## src/rtl/core/lrf_pkg.sv

```systemverilog
// Package for the folded linear congruential random source.
// Holds the request codes, the multiplier constants and the fold functions.
// Depends on nothing; lrf_mod and lcg_random_folded_unit use it by scoped names.
`default_nettype none

package lrf_pkg;

	typedef enum logic [1:0] {
		REQ_RESEED  = 2'd0,
		REQ_V15     = 2'd1,
		REQ_BYTE    = 2'd2,
		REQ_BOUNDED = 2'd3
	} req_kind_t;

	localparam int unsigned DIGIT_W  = 4;
	localparam int unsigned SEED_W   = 32;
	localparam int unsigned VALUE_W  = 15;
	localparam int unsigned BOUND_W  = 16;
	localparam int unsigned K_W      = 21;
	localparam int unsigned PROD_W   = K_W + DIGIT_W;
	localparam int unsigned N_DIGITS = SEED_W / DIGIT_W;

	localparam logic [K_W-1:0]    STEP_MUL   = 21'd1664525;
	localparam logic [K_W-1:0]    RESEED_MUL = 21'd69069;
	localparam logic [SEED_W-1:0] STEP_ADD   = 32'd221297;

	// Status of the serial remainder unit, seen by the sequencer.
	typedef struct packed {
		logic busy;
		logic done;
	} mod_stat_t;

	// Low 15 bits plus bits 15..29 plus bit 31, then an end-around carry.
	function automatic logic [14:0] fold15(input logic [31:0] s);
		logic [15:0] r;
		logic [14:0] f;
		r = 16'(s[14:0]) + 16'(s[29:15]) + 16'(s[31]);
		f = r[14:0] + 15'(r[15]);
		return f;
	endfunction

	// Overlapping byte fold: low byte, bits 7..14 and bits 15..31.
	function automatic logic [7:0] fold8(input logic [31:0] s);
		logic [17:0] r;
		logic [10:0] t;
		r = 18'(s[7:0]) + 18'(s[14:7]) + 18'(s[31:15]);
		t = 11'(r[7:0]) + r[17:7];
		return t[7:0];
	endfunction

endpackage

`default_nettype wire

```

## src/rtl/core/lrf_req_if.sv

```systemverilog
// Request channel of the random source: valid/ready plus the request word.
// Depends on nothing.
`default_nettype none

interface lrf_req_if;
	logic               valid;
	logic               ready;
	logic [1:0]         req_type;
	logic signed [31:0] seed_value;
	logic [15:0]        bound;

	modport source(output valid, output req_type, output seed_value, output bound,
		input ready);
	modport sink(input valid, input req_type, input seed_value, input bound,
		output ready);
endinterface

`default_nettype wire

```

## src/rtl/core/lrf_rsp_if.sv

```systemverilog
// Response channel of the random source: valid/ready plus the 15-bit value.
// Depends on nothing.
`default_nettype none

interface lrf_rsp_if;
	logic        valid;
	logic        ready;
	logic [14:0] value;

	modport source(output valid, output value, input ready);
	modport sink(input valid, input value, output ready);
endinterface

`default_nettype wire

```

## src/rtl/core/lrf_mod.sv

```systemverilog
// Bit-serial restoring remainder unit: one dividend bit per cycle.
// Depends on lrf_pkg.
`default_nettype none

module lrf_mod (
	input  wire logic              clk,
	input  wire logic              arst_n,
	input  wire logic              start,
	input  wire logic [14:0]       dividend,
	input  wire logic [15:0]       divisor,
	output lrf_pkg::mod_stat_t     stat,
	output logic [14:0]            rem
);

	logic [15:0] r_q;
	logic [14:0] dv_q;
	logic [15:0] d_q;
	logic [3:0]  cnt_q;
	logic        busy_q;
	logic        done_q;
	logic [16:0] trial;
	logic [16:0] diff;
	logic        ge;

	assign trial = {r_q, dv_q[14]};
	assign ge    = trial >= {1'b0, d_q};
	assign diff  = trial - {1'b0, d_q};

	always_ff @(posedge clk or negedge arst_n) begin
		if (!arst_n) begin
			busy_q <= 1'b0;
			done_q <= 1'b0;
			cnt_q  <= '0;
		end else begin
			done_q <= 1'b0;
			if (start) begin
				busy_q <= 1'b1;
				cnt_q  <= '0;
			end else if (busy_q) begin
				cnt_q <= cnt_q + 4'd1;
				if (cnt_q == 4'(lrf_pkg::VALUE_W - 1)) begin
					busy_q <= 1'b0;
					done_q <= 1'b1;
				end
			end
		end
	end

	always_ff @(posedge clk) begin
		if (start) begin
			r_q  <= '0;
			dv_q <= dividend;
			d_q  <= divisor;
		end else if (busy_q) begin
			dv_q <= {dv_q[13:0], 1'b0};
			r_q  <= ge ? diff[15:0] : trial[15:0];
		end
	end

	assign stat.busy = busy_q;
	assign stat.done = done_q;
	assign rem       = r_q[14:0];

	a_start_idle: assert property (@(posedge clk) disable iff (!arst_n)
		start |-> !busy_q) else $error("remainder unit restarted while busy");
	a_done_rem: assert property (@(posedge clk) disable iff (!arst_n)
		done_q |-> (r_q < d_q)) else $error("remainder not below divisor");
	a_done_follows: assert property (@(posedge clk) disable iff (!arst_n)
		done_q |-> $past(busy_q)) else $error("done without a running division");

endmodule

`default_nettype wire

```

## src/rtl/core/lcg_random_folded_unit.sv

```systemverilog
// Flow: a reseed, fifteen-bit or byte request passes the multiply, fold and done states;
// a bounded request adds the divide state, and a bounded request with a zero bound goes straight to done.
// Throughput: one request at a time; the next is taken once the block is back in idle.
// The seed update runs one 4-bit digit per cycle, the remainder one bit per cycle.
// Reset clears the seed to zero and empties the output register.
// Top level of the folded random source. Depends on lrf_pkg, lrf_req_if, lrf_rsp_if, lrf_mod.
`default_nettype none

module lcg_random_folded_unit (
	input  wire logic clk,
	input  wire logic arst_n,
	lrf_req_if.sink   req,
	lrf_rsp_if.source rsp
);

	typedef enum logic [4:0] {
		ST_IDLE = 5'b00001,
		ST_MUL  = 5'b00010,
		ST_FOLD = 5'b00100,
		ST_DIV  = 5'b01000,
		ST_DONE = 5'b10000
	} state_t;

	state_t              state_q;
	lrf_pkg::req_kind_t  kind_q;
	logic [31:0]         seed_q;
	logic [31:0]         x_q;
	logic [31:0]         acc_q;
	logic [2:0]          cnt_q;
	logic [15:0]         bound_q;
	logic [14:0]         res_q;
	logic [14:0]         value_q;
	logic                out_valid_q;

	lrf_pkg::req_kind_t  req_kind;
	logic                accept;
	logic                load_out;
	logic [20:0]         mul_k;
	logic [24:0]         prod;
	logic [31:0]         acc_next;
	logic [14:0]         f15;
	logic [7:0]          f8;
	logic                mod_start;
	lrf_pkg::mod_stat_t  mod_stat;
	logic [14:0]         mod_rem;

	assign req_kind  = lrf_pkg::req_kind_t'(req.req_type);
	assign req.ready = (state_q == ST_IDLE);
	assign accept    = req.valid && req.ready;
	assign load_out  = (state_q == ST_DONE) && (!out_valid_q || rsp.ready);

	// Horner form: the top digit of the operand enters first, so the partial product
	// shifts up a digit each cycle and the wrap modulo 2^32 comes for free.
	assign mul_k    = (kind_q == lrf_pkg::REQ_RESEED) ? lrf_pkg::RESEED_MUL : lrf_pkg::STEP_MUL;
	assign prod     = 25'(x_q[31:28]) * 25'(mul_k);
	assign acc_next = {acc_q[27:0], 4'b0000} + 32'(prod)
		+ (((cnt_q == 3'(lrf_pkg::N_DIGITS - 1)) && (kind_q != lrf_pkg::REQ_RESEED))
			? lrf_pkg::STEP_ADD : 32'd0);

	assign f15       = lrf_pkg::fold15(seed_q);
	assign f8        = lrf_pkg::fold8(seed_q);
	assign mod_start = (state_q == ST_FOLD) && (kind_q == lrf_pkg::REQ_BOUNDED);

	lrf_mod u_mod (
		.clk      (clk),
		.arst_n   (arst_n),
		.start    (mod_start),
		.dividend (f15),
		.divisor  (bound_q),
		.stat     (mod_stat),
		.rem      (mod_rem)
	);

	always_ff @(posedge clk or negedge arst_n) begin
		if (!arst_n) begin
			state_q     <= ST_IDLE;
			seed_q      <= '0;
			out_valid_q <= 1'b0;
			cnt_q       <= '0;
		end else begin
			if (load_out) begin
				out_valid_q <= 1'b1;
			end else if (rsp.ready) begin
				out_valid_q <= 1'b0;
			end
			case (state_q)
				ST_IDLE: begin
					cnt_q <= '0;
					if (accept) begin
						if ((req_kind == lrf_pkg::REQ_BOUNDED) && (req.bound == 16'd0)) begin
							state_q <= ST_DONE;
						end else begin
							state_q <= ST_MUL;
						end
					end
				end
				ST_MUL: begin
					cnt_q <= cnt_q + 3'd1;
					if (cnt_q == 3'(lrf_pkg::N_DIGITS - 1)) begin
						seed_q  <= acc_next;
						state_q <= ST_FOLD;
					end
				end
				ST_FOLD: begin
					if (kind_q == lrf_pkg::REQ_BOUNDED) begin
						state_q <= ST_DIV;
					end else begin
						state_q <= ST_DONE;
					end
				end
				ST_DIV: begin
					if (mod_stat.done) begin
						state_q <= ST_DONE;
					end
				end
				ST_DONE: begin
					if (load_out) begin
						state_q <= ST_IDLE;
					end
				end
				default: begin
					state_q <= ST_IDLE;
				end
			endcase
		end
	end

	always_ff @(posedge clk) begin
		if (accept) begin
			kind_q  <= req_kind;
			bound_q <= req.bound;
			acc_q   <= '0;
			res_q   <= '0;
			if (req_kind == lrf_pkg::REQ_RESEED) begin
				x_q <= {req.seed_value[30:0], 1'b1};
			end else begin
				x_q <= seed_q;
			end
		end else if (state_q == ST_MUL) begin
			acc_q <= acc_next;
			x_q   <= {x_q[27:0], 4'b0000};
		end else if (state_q == ST_FOLD) begin
			case (kind_q)
				lrf_pkg::REQ_V15:  res_q <= f15;
				lrf_pkg::REQ_BYTE: res_q <= {7'b0000000, f8};
				default:           res_q <= '0;
			endcase
		end else if ((state_q == ST_DIV) && mod_stat.done) begin
			res_q <= mod_rem;
		end
		if (load_out) begin
			value_q <= res_q;
		end
	end

	assign rsp.valid = out_valid_q;
	assign rsp.value = value_q;

	a_div_done: assert property (@(posedge clk) disable iff (!arst_n)
		mod_stat.done |-> (state_q == ST_DIV)) else $error("remainder finished outside divide");
	a_rem_bound: assert property (@(posedge clk) disable iff (!arst_n)
		((state_q == ST_DIV) && mod_stat.done) |-> (mod_rem < bound_q))
		else $error("bounded word not below its bound");
	a_byte_zero: assert property (@(posedge clk) disable iff (!arst_n)
		((state_q == ST_FOLD) && (kind_q == lrf_pkg::REQ_BYTE)) |=> (res_q[14:8] == 7'd0))
		else $error("byte word has upper bits set");
	a_seed_hold: assert property (@(posedge clk) disable iff (!arst_n)
		((state_q != ST_MUL) && $past(state_q != ST_MUL)) |-> $stable(seed_q))
		else $error("seed changed outside the multiply");

endmodule

`default_nettype wire
```

## src/flat_wrapper.sv

```systemverilog
// flat-port wrapper written by rule: the top's interface ports become plain ports
module lcg_random_folded_unit_flat 
  (clk, arst_n, req_valid, req_req_type, req_seed_value, req_bound, req_ready, rsp_valid, rsp_value, rsp_ready);
  lrf_req_if req_i ();
  lrf_rsp_if rsp_i ();
  input  wire logic clk;
  input  wire logic arst_n;
  input wire logic [$bits(req_i.valid)-1:0] req_valid;
  input wire logic [$bits(req_i.req_type)-1:0] req_req_type;
  input wire logic [$bits(req_i.seed_value)-1:0] req_seed_value;
  input wire logic [$bits(req_i.bound)-1:0] req_bound;
  output wire logic [$bits(req_i.ready)-1:0] req_ready;
  output wire logic [$bits(rsp_i.valid)-1:0] rsp_valid;
  output wire logic [$bits(rsp_i.value)-1:0] rsp_value;
  input wire logic [$bits(rsp_i.ready)-1:0] rsp_ready;
  assign req_i.valid = req_valid;
  assign req_i.req_type = req_req_type;
  assign req_i.seed_value = req_seed_value;
  assign req_i.bound = req_bound;
  assign req_ready = req_i.ready;
  assign rsp_valid = rsp_i.valid;
  assign rsp_value = rsp_i.value;
  assign rsp_i.ready = rsp_ready;
  lcg_random_folded_unit u_core (.clk(clk), .arst_n(arst_n), .req(req_i), .rsp(rsp_i));
endmodule
```

## config.mk

```make
export PLATFORM = sky130hd
export DESIGN_NAME = lcg_random_folded_unit_flat
export DESIGN_NICKNAME = d
export VERILOG_FILES = /design/src/rtl/core/lrf_pkg.sv /design/src/rtl/core/lrf_req_if.sv /design/src/rtl/core/lrf_rsp_if.sv /design/src/rtl/core/lrf_mod.sv /design/src/rtl/core/lcg_random_folded_unit.sv /design/src/flat_wrapper.sv
export SDC_FILE = /design/constraint.sdc
export NUM_CORES = 1
export LEC_CHECK = 0
export BUFFER_PORTS_ARGS = -buffer_cell sky130_fd_sc_hd__buf_2
export CAP_MARGIN = 40
export CELL_PAD_IN_SITES_DETAIL_PLACEMENT = 1
export CELL_PAD_IN_SITES_GLOBAL_PLACEMENT = 2
export CORE_MARGIN = 2
export CORE_UTILIZATION = 42
export CTS_BUF_LIST = sky130_fd_sc_hd__clkbuf_8
export CTS_CLUSTER_DIAMETER = 30
export DETAILED_ROUTE_END_ITERATION = 12
export GPL_TIMING_DRIVEN = 0
export PLACE_DENSITY = 0.83
export SLEW_MARGIN = 20
export SYNTH_ARGS = -nofsm -noshare
export SYNTH_HDL_FRONTEND = slang
export SYNTH_SLANG_ARGS = --single-unit
export TNS_END_PERCENT = 20
```

## constraint.sdc

```tcl
create_clock -name clk -period 5.2 [get_ports clk]
set_input_delay 0.26 -clock clk [delete_from_list [all_inputs] [get_ports clk]]
set_output_delay 0.26 -clock clk [all_outputs]
set_load 0.02 [all_outputs]
```

==> results.ini, run 1 <==
[outcome]
status=finished clean

[global_routing]
globalRoute.totalOverflow=0
antenna_found_initial=0
grt_pass1_wl_microns=66430
grt_pass1_vias=11690
grt_max_degree=33
track_usage_pct=25.65

[critical_path]
critPathLaunchType=flop
max_stage_delay_ps=650
rrSetupSlack_ps=200
cpMaxStageDelayCell=edfxtp_1
cp.required_ps=5640
rr_endpoint=u_core.seed_q[31]
worstPathArrival_ps=5450
end_kind=flop
path_cells=nor2b_2 > fa_1 > fa_1 > fa_1 > ha_2 > nand4_1 > or3_1 > o21bai_2 > a311oi_4 > o2111ai_2 > a21boi_1 > xnor2_1 > o21ai_0
critPathMaxFanout=7
r2r_cells=13
path_delay_family=adder cells
worst_path_most_repeated_cell=fa_1
critPathBufInv=0
rr_startpoint=u_core.x_q[31]
critPathKind=reg2reg

[pwr]
pwr-share-seq_pct=21.1
intPower_mw=5.875
power_switching_mw=5.262
power_density_nw_per_um2=697.1
vdd_drop_max_mv=0.8098
leakagePower_nw=7.026
p_total_mw=11.14
swShare_pct=47.25
comb_power_share_pct=59.9
clkPwrFrac_pct=19.0

[floorplanning]
ioPinCount=71
rows=65
die_x_microns=183.7
dieArea_sq_um=33750
start_util_pct=42.77
core_area_sq_um=31720
die_h_microns=183.7

[layout]
final_common_cell=nand2_1
final_core_util_pct=50.37
finalInstanceArea_sq_um=15980
antenna_cells=0
area_delta_synth_final_pct=17.78
finalNetCount=1768
final_cell_mix=nand2_1 (147), o21ai_0 (137), ha_1 (129)
drive_gt1_share_pct=14.15
nFillCells=3628

[clock_network]
cts_tree=done
clock_latency_ps=580
clock_path_buffers=3
clkTransAtPathRegs_ps=60
cts_root_buf=clkbuf_8
numCtsBuffers=48
clock_sinks=202
cts-htree-levels=2

[route]
ant_nets=0
num_vias=11180
drc=0
via_per_inst=5.632
drt-initial-drc-count=629
drtPass1Iterations=5
routedWlPerCell_microns=21.41
wl_microns=42500

[timing]
finalSetupViolations=0
max_freq_mhz=199.9
worstMarginPinSlew_ps=842.2
finClkSkew_ps=41.97
layout_min_cycle_time_ps=5003
hold_violations=0
finalMaxSlewViolations=0
period_share_pct=96.21
rsz0062_at_grt=true
hold_ws_ps=56.49
worst_slack_ps=196.9
slew_headroom_pct=43.61

[placement]
hpwl_microns=32770
placed_cell_area_sq_um=14500
gp_congestion=0.8479
place_ws_ps=-658.3
numPortBuffers=69

[worst_hold_path]
hold_path_depth=3
min_from=req_seed_value[12]
hold_class=in2reg
whs_endpoint=u_core.x_q[13]

[synth]
synth.avg_cell_area_sq_um=9.717
synth_flop_cell=edfxtp_1
netlist_area_sq_um=13570
syn_inst=1396
synthArstFlopShare_pct=23.27
synth_seq_area_share_pct=38.64
syn_nets=1621
yosys_warnings=0
synth_seq_cells=202
synth.distinct_cells=82
synth_edf_count=96

[job]
maxCapViolCount=0

==> state kept, by name (all words and copies together), names as in the netlist <==
register             flops
u_core.seed_q           32
u_core.x_q              32
u_core.acc_q            28
u_core.bound_q          16
u_core.u_mod.d_q        16
u_core.u_mod.r_q        16
u_core.res_q            15
u_core.rsp.value        15
u_core.u_mod.dv_q       15
u_core.state_q           5
u_core.u_mod.cnt_q       4
u_core.cnt_q             3
u_core.kind_q            2
u_core.rsp.valid         1
u_core.u_mod.busy_q      1
u_core.u_mod.done_q      1
==> how the worst max path moves through the flow <==
| stage | slack (ps) | end | startpoint | depth (start not counted) |
|---|---|---|---|---|
| after floorplan | 550 | u_core.seed_q[30] | u_core.kind_q[0] | 15 |
| after global placement | -620 | u_core.seed_q[30] | u_core.kind_q[0] | 17 |
| after detailed placement | -660 | u_core.seed_q[30] | u_core.kind_q[0] | 17 |
| after CTS | 1 | u_core.seed_q[27] | u_core.kind_q[0] | 16 |
| after global routing | -20 | u_core.seed_q[27] | u_core.x_q[31] | 13 |
| final | 200 | u_core.seed_q[31] | u_core.x_q[31] | 13 |
==> logic make-up after synthesis <==
group,share of synthesized area (%)
buffers and inverters,4.335
flip-flops,38.64
AND/OR/NAND/NOR,13.43
AO/OA/AOI/OAI,17.04
XOR/XNOR,5.137
multiplexers,3.459
adder cells (fa/ha/maj),17.93
other,0.02764
==> power groups by stage <==
stage / clock [mW] / sequential [mW] / combinational, mW
after floorplan: 0 / 2.24 / 4.50
after global placement: 0 / 2.37 / 6.17
after detailed placement: 0 / 2.37 / 6.40
after CTS: 2.14 / 2.35 / 6.53
after global routing: 2.22 / 2.38 / 7.45
final: 2.11 / 2.35 / 6.67
==> area by class of cell <==
class	count	area, sq um	share of cell area [%]
buffer	44	172.7	1.081
clock buffer	56	770.7	4.824
clock inverter	34	346.6	2.169
inverter	111	416.7	2.608
multi-input combinational	1039	7876	49.30
sequential	202	5241	32.80
tap	402	503.0	3.148
timing repair buffer	97	650.6	4.072
==> worst reg2reg max path: cells and delay by family (launching register included) <==
kind	cells	cell delay (ps)
AND/OR/NAND/NOR	3	910
flip-flops	1	650
adder cells (fa/ha/maj)	4	1910
AO/OA/AOI/OAI	5	1240
XOR/XNOR	1	160
==> cells in the mapped netlist, types with 8 or more instances <==
master    instances  share of area, %
dfrtp_1          46               8.5
fa_1             39               5.8
a21oi_1          68               2.5
o21ai_0         138               5.1
edfxtp_1         96                21
nand4_1          13              0.60
o21bai_1         11              0.61
or3_1            11              0.51
nand2_1         147               4.1
a21o_1           20               1.1
nor3_1           24              0.89
nor4_1           11              0.51
o21a_1           13              0.72
or2_2             9              0.42
nand2b_1         17              0.78
o22ai_1           9              0.42
nor2_1           67               1.9
mux2i_1          39               2.9
o31ai_1           8              0.44
dfxtp_1          59               8.7
a31oi_1          11              0.51
a211oi_1         13              0.72
clkbuf_1         37               1.0
a21boi_0          8              0.44
and3_1           11              0.51
xor2_1           27               1.7
inv_1           109               3.0
o211ai_1         12              0.66
xnor2_1          50               3.2
ha_1            132                12
nand3_1          34               1.3
==> stage by stage <==
step	setup TNS, ps	instances
after floorplan	0	1396
after global placement	-5089	1867
after detailed placement	-6223	1871
after CTS	0	1983
after global routing	-98.73	1985
final	0	1985
==> metal layers <==
| metal | share of wire [%] | vias to the layer above | global-route usage, % |
|---|---|---|---|
| met2 | 50 | 200 | 45.19 |
| met4 | 2.2 | 0 | 6.848 |
| met5 | 0 | - | 0 |
| li1 | - | 5333 | - |
| met3 | 3.7 | 69 | 3.665 |
| met1 | 44 | 5578 | 32.92 |
==> what timing repair did <==
item,CTS,global route
setup buffers,2,2
setup endpoints to repair,23,17
pin swaps,2,4
resized for setup,13,21
endpoints found under the hold margin,48,0
hold buffers,20,0
No activity file was read; power rests on OpenSTA's default activity.
==> inputs of run 2 (changes only) <==
clock period = 4.95 ns   (was 5.2 ns; I/O delays follow)
==> results.ini, run 2 (synthesis gave the netlist of run 1 again) <==
[outcome]
status=finished clean  ; unchanged

[clock_network]
numCtsBuffers=48  ; unchanged
cts-htree-levels=2  ; unchanged
clkTransAtPathRegs_ps=60  ; about the same
cts_tree=done  ; unchanged
clock_path_buffers=3  ; unchanged
cts_root_buf=clkbuf_8  ; unchanged
clock_sinks=202  ; unchanged
clock_latency_ps=580  ; about the same

[global_routing]
grt_pass1_vias=11750  ; was 11690
antenna_found_initial=0  ; unchanged
globalRoute.totalOverflow=0  ; unchanged
grt_pass1_wl_microns=66780  ; was 66430 microns
track_usage_pct=25.80  ; was 25.65%
grt_max_degree=33  ; unchanged

[worst_hold_path]
hold_class=in2reg  ; unchanged
min_from=req_seed_value[12]  ; unchanged

[pwr]
vdd_drop_max_mv=1.050  ; was 0.8098 mV
power_density_nw_per_um2=767.8  ; was 697.1 nW/um^2
p_total_mw=12.55  ; was 11.14 mW
leakagePower_nw=7.156  ; was 7.026 nW

[timing]
finClkSkew_ps=42.02  ; was 41.97 ps
tns_ps=0  ; unchanged
max_freq_mhz=205.3  ; was 199.9 MHz
rsz0062_at_grt=true  ; unchanged
hold_violations=0  ; unchanged
finalSetupViolations=0  ; unchanged
period_share_pct=98.41  ; was 96.21%
slew_headroom_pct=45.63  ; was 43.61%
layout_min_cycle_time_ps=4871  ; was 5003 ps
finalMaxSlewViolations=0  ; unchanged
worstMarginPinSlew_ps=812.0  ; was 842.2 ps

[floorplanning]
rows=65  ; unchanged
start_util_pct=42.77  ; unchanged
die_x_microns=183.7  ; unchanged
die_h_microns=183.7  ; unchanged
dieArea_sq_um=33750  ; unchanged
ioPinCount=71  ; unchanged
core_area_sq_um=31720  ; unchanged

[layout]
final_common_cell=nand2_1  ; unchanged
stdcell_count=2006  ; was 1985
finalInstanceArea_sq_um=16350  ; was 15980 sq um
finalNetCount=1789  ; was 1768
antenna_cells=0  ; unchanged
nFillCells=3602  ; was 3628
drive_gt1_share_pct=16.90  ; was 14.15%
area_delta_synth_final_pct=20.51  ; was 17.78%
top_regs=u_core.seed_q x32, u_core.x_q x32, u_core.acc_q x28  ; unchanged
final_cell_mix=nand2_1 (147), o21ai_0 (136), ha_1 (123)  ; was nand2_1 (147), o21ai_0 (137), ha_1 (129)

[critical_path]
critPathLaunchType=flop  ; unchanged
critPathMaxFanout=5  ; was 7
crit_start=u_core.kind_q[0]  ; was u_core.x_q[31]
rr_startpoint=u_core.kind_q[0]  ; was u_core.x_q[31]
end_kind=flop  ; unchanged
cp.required_ps=5430  ; was 5640 ps
worstPathArrival_ps=5350  ; was 5450 ps
critPathKind=reg2reg  ; unchanged

[placement]
hpwl_microns=32770  ; unchanged
numPortBuffers=69  ; unchanged
placed_cell_area_sq_um=14500  ; unchanged
placed_cells=1871  ; unchanged
gp_congestion=0.8479  ; unchanged

[job]
maxCapViolCount=0  ; unchanged

[route]
num_vias=11310  ; was 11180
drtPass1Iterations=7  ; was 5
routedWlPerCell_microns=21.60  ; was 21.41 microns
drt-initial-drc-count=577  ; was 629
drc=0  ; unchanged
via_per_inst=5.640  ; was 5.632
ant_nets=0  ; unchanged
wl_microns=43340  ; was 42500 microns

==> run 2: worst paths after layout <==
path	end	slack (ps)	cells after the start
min	u_core.x_q[13]	50	3
max reg2reg	u_core.seed_q[24]	80	18
min reg2reg	u_core.u_mod.d_q[4]	420	0
max	u_core.seed_q[24]	80	18
max in group asynchronous	u_core.state_q[0]	4170	3
min in group asynchronous	u_core.seed_q[22]	150	2
==> run 2: power breakdown <==
group | total (mW) | switching (mW) | internal, mW
sequential | 2.45 | 0.271 | 2.18
clock | 2.22 | 0.889 | 1.33
combinational | 7.88 | 4.65 | 3.23
total | 12.6 | 5.81 | 6.74
==> run 2: routing by layer <==
metal  part of all wire [%]  wire [microns]  track usage (%)
met5                      0               0                0
met1                     44           19010            33.24
met4                    2.4            1054            7.072
met3                    4.1            1774            3.645
met2                     50           21500            45.27
==> run 2: final cells by class <==
class / count / area (sq um) / share of cell area, %
multi-input cells: 1039 / 8060 / 49.30
inverters: 111 / 416.7 / 2.549
flip-flops and latches: 202 / 5245 / 32.08
repair buffers: 118 / 824.5 / 5.044
clock buffers: 56 / 770.7 / 4.715
well taps: 402 / 503.0 / 3.077
plain buffers: 44 / 181.4 / 1.110
clock inverters: 34 / 346.6 / 2.120
==> run 2: repair_timing <==
action,CTS,global route
endpoints found under the hold margin,56,0
buffers inserted,7,18
hold buffers,20,0
pin swaps,8,19
gates resized for setup,34,45
setup endpoints to repair,34,29
==> run 2: metrics by stage <==
stage | worst slack (ps) | hold slack [ps] | utilization (%)
after global placement | -873.5 | 402.2 | 45.44
after CTS | 16.31 | 15.99 | 50.47
after global routing | -113.7 | 50.89 | 51.54
final | 78.73 | 45.87 | 51.54
after detailed placement | -908.3 | 218.4 | 45.70
after floorplan | 302.8 | -48.09 | -
==> run 2: worst max-delay path, stage by stage, from the launching register on <==
cell      delay (ps)
edfxtp_1         410
inv_2            110
ha_4             160
buf_12           120
nand2b_4         160
inv_1            140
ha_1             330
fa_1             480
fa_1             500
ha_1             380
o21a_1           250
a211oi_4         300
nor3_4            80
o31ai_2          210
buf_4            190
a211oi_2          90
o31a_1           310
o21a_1           250
o31ai_4          290
==> inputs of run 3 (changes only) <==
CORE_MARGIN = 3   (was 2)
==> results.ini, run 3 (synthesis gave the netlist of run 1 again) <==
[placement]
gp_congestion=0.8612  ; was 0.8479
hpwl_microns=33220  ; was 32770 microns
place_ws_ps=-1030  ; was -908.3 ps
numPortBuffers=69  ; unchanged
placed_cell_area_sq_um=14500  ; about the same
placed_cells=1872  ; was 1871

[clock_network]
clock_latency_ps=600  ; was 580 ps
numCtsBuffers=54  ; was 48
clock_sinks=202  ; unchanged
cts-htree-levels=2  ; unchanged
cts_tree=done  ; unchanged
cts_root_buf=clkbuf_8  ; unchanged
clkTransAtPathRegs_ps=60  ; about the same
clock_path_buffers=3  ; unchanged

[timing]
rsz0062_at_grt=true  ; unchanged
slew_headroom_pct=47.07  ; was 45.63%
layout_min_cycle_time_ps=4854  ; was 4871 ps
max_freq_mhz=206.0  ; was 205.3 MHz
finalMaxSlewViolations=0  ; unchanged
finClkSkew_ps=36.21  ; was 42.02 ps
hold_violations=0  ; unchanged
finalSetupViolations=0  ; unchanged
period_share_pct=98.07  ; was 98.41%
worstMarginPinSlew_ps=784.0  ; was 812.0 ps
worst_slack_ps=95.60  ; was 78.73 ps

[critical_path]
path_delay_family=adder cells  ; unchanged
critPathMaxFanout=6  ; was 5
cpMaxStageDelayCell=fa_2  ; was fa_1
cp.required_ps=5430  ; about the same
max_stage_delay_ps=580  ; was 500 ps
critPathBufInv=3  ; was 4
critPathLaunchType=flop  ; unchanged
path_cells=inv_2 > ha_4 > buf_8 > nor2b_4 > fa_1 > fa_2 > fa_1 > ha_4 > nand4_1 > or3_1 > o21bai_4 > a311oi_2 > buf_4 > o211a_1 > nor2_1 > xnor2_1 > mux2_2  ; was inv_2 > ha_4 > buf_12 > nand2b_4 > inv_1 > ha_1 > fa_1 > fa_1 > ha_1 > o21a_1 > a211oi_4 > nor3_4 > o31ai_2 > buf_4 > a211oi_2 > o31a_1 > o21a_1 > o31ai_4
critPathKind=reg2reg  ; unchanged
end_kind=flop  ; unchanged
worstPathArrival_ps=5330  ; was 5350 ps

[floorplanning]
die_x_microns=185.7  ; was 183.7 microns
start_util_pct=42.77  ; unchanged
core_area_sq_um=31720  ; unchanged
die_h_microns=185.7  ; was 183.7 microns
rows=65  ; unchanged
dieArea_sq_um=34490  ; was 33750 sq um
ioPinCount=71  ; unchanged

[layout]
stdcell_count=2009  ; was 2006
multiInputGateArea_sq_um=8130  ; was 8060 sq um
top_regs=u_core.seed_q x32, u_core.x_q x32, u_core.acc_q x28  ; unchanged
antenna_cells=0  ; unchanged
seq_area_sq_um=5243  ; was 5245 sq um
area_delta_synth_final_pct=20.90  ; was 20.51%
final_common_cell=nand2_1  ; unchanged
nFillCells=3579  ; was 3602
drive_gt1_share_pct=17.30  ; was 16.90%
finalNetCount=1786  ; was 1789
finalInstanceArea_sq_um=16400  ; was 16350 sq um
final_cell_mix=nand2_1 (145), o21ai_0 (135), ha_1 (120)  ; was nand2_1 (147), o21ai_0 (136), ha_1 (123)

[job]
maxCapViolCount=0  ; unchanged

[global_routing]
antenna_found_initial=0  ; unchanged
grt_pass1_vias=12150  ; was 11750
track_usage_pct=25.59  ; was 25.80%
grt_max_degree=33  ; unchanged
globalRoute.totalOverflow=0  ; unchanged
grt_pass1_wl_microns=67940  ; was 66780 microns

[route]
num_vias=11390  ; was 11310
ant_nets=0  ; unchanged
drc=0  ; unchanged
wl_microns=43910  ; was 43340 microns
routedWlPerCell_microns=21.86  ; was 21.60 microns
drt-initial-drc-count=562  ; was 577
drtPass1Iterations=5  ; was 7
via_per_inst=5.671  ; was 5.640

[pwr]
p_total_mw=12.71  ; was 12.55 mW
leakagePower_nw=7.113  ; was 7.156 nW
vdd_drop_max_mv=0.9715  ; was 1.050 mV
power_density_nw_per_um2=774.8  ; was 767.8 nW/um^2

[outcome]
status=finished clean  ; unchanged

[worst_hold_path]
hold_class=in2reg  ; unchanged

==> run 3: changes by cell type in the layout (fill, tap and decap cells not counted), moves of 4 or more <==
cell and delta:
clkbuf_8 +4, fa_1 -4, clkinv_4 -5, clkinv_1 +4
clkinvlp_4 +8, fa_2 +4, buf_4 -8, ha_4 +6
==> run 3: routing by layer <==
layer  share of wire, %  global-route usage, %
met1                 44                  32.79
met2                 49                  44.15
met3                4.0                  4.358
met4                2.9                  8.251
met5                  0                      0
==> run 3: worst paths after layout <==
| kind | cells after the start | end | slack [ps] | startpoint |
|---|---|---|---|---|
| worst max-delay path | 17 | u_core.seed_q[25] | 100 | u_core.kind_q[0] |
| worst min-delay path | 3 | u_core.x_q[1] | 30 | req_seed_value[0] |
| worst max register to register | 17 | u_core.seed_q[25] | 100 | u_core.kind_q[0] |
| worst min register to register | 0 | u_core.u_mod.d_q[4] | 420 | u_core.bound_q[4] |
| max in group asynchronous | 3 | u_core.state_q[0] | 4170 | arst_n |
| min in group asynchronous | 2 | u_core.seed_q[22] | 150 | arst_n |
==> run 3: what timing repair did <==
action	in CTS	in global routing
hold buffers	20	0
endpoints found under the hold margin	48	0
buffers inserted	7	8
gates resized for setup	41	50
pin swaps	9	26
endpoints found under the setup margin	36	31
==> run 3: layout make-up <==
cell class / count / share of cell area (%)
Multi-Input combinational cell: 1039 / 49.57
Buffer: 44 / 1.106
Clock inverter: 42 / 2.128
Tap cell: 402 / 3.067
Sequential cell: 202 / 31.97
Clock buffer: 60 / 5.035
Timing Repair Buffer: 109 / 4.562
Inverter: 111 / 2.563
==> run 3: per-stage QoR <==
step	TNS, ps	util [%]	hold WS [ps]
2_1_floorplan	0	-	-48.09
3_3_place_gp	-12660	45.44	403.9
3_5_place_dp	-15530	45.72	244.9
4_1_cts	0	50.84	0.5791
5_1_grt	-41.42	51.71	23.47
6_report	0	51.71	28.42
==> run 3: worst min-delay path, cell delays in order <==
cell and delay (ps):
buf_2 90, nand2_1 50, a21oi_1 110
==> run 3: power by group <==
group	internal (mW)	total, mW	switching, mW
combinational	3.26	7.93	4.67
sequential	2.18	2.49	0.306
clock	1.35	2.29	0.941
total	6.79	12.7	5.92
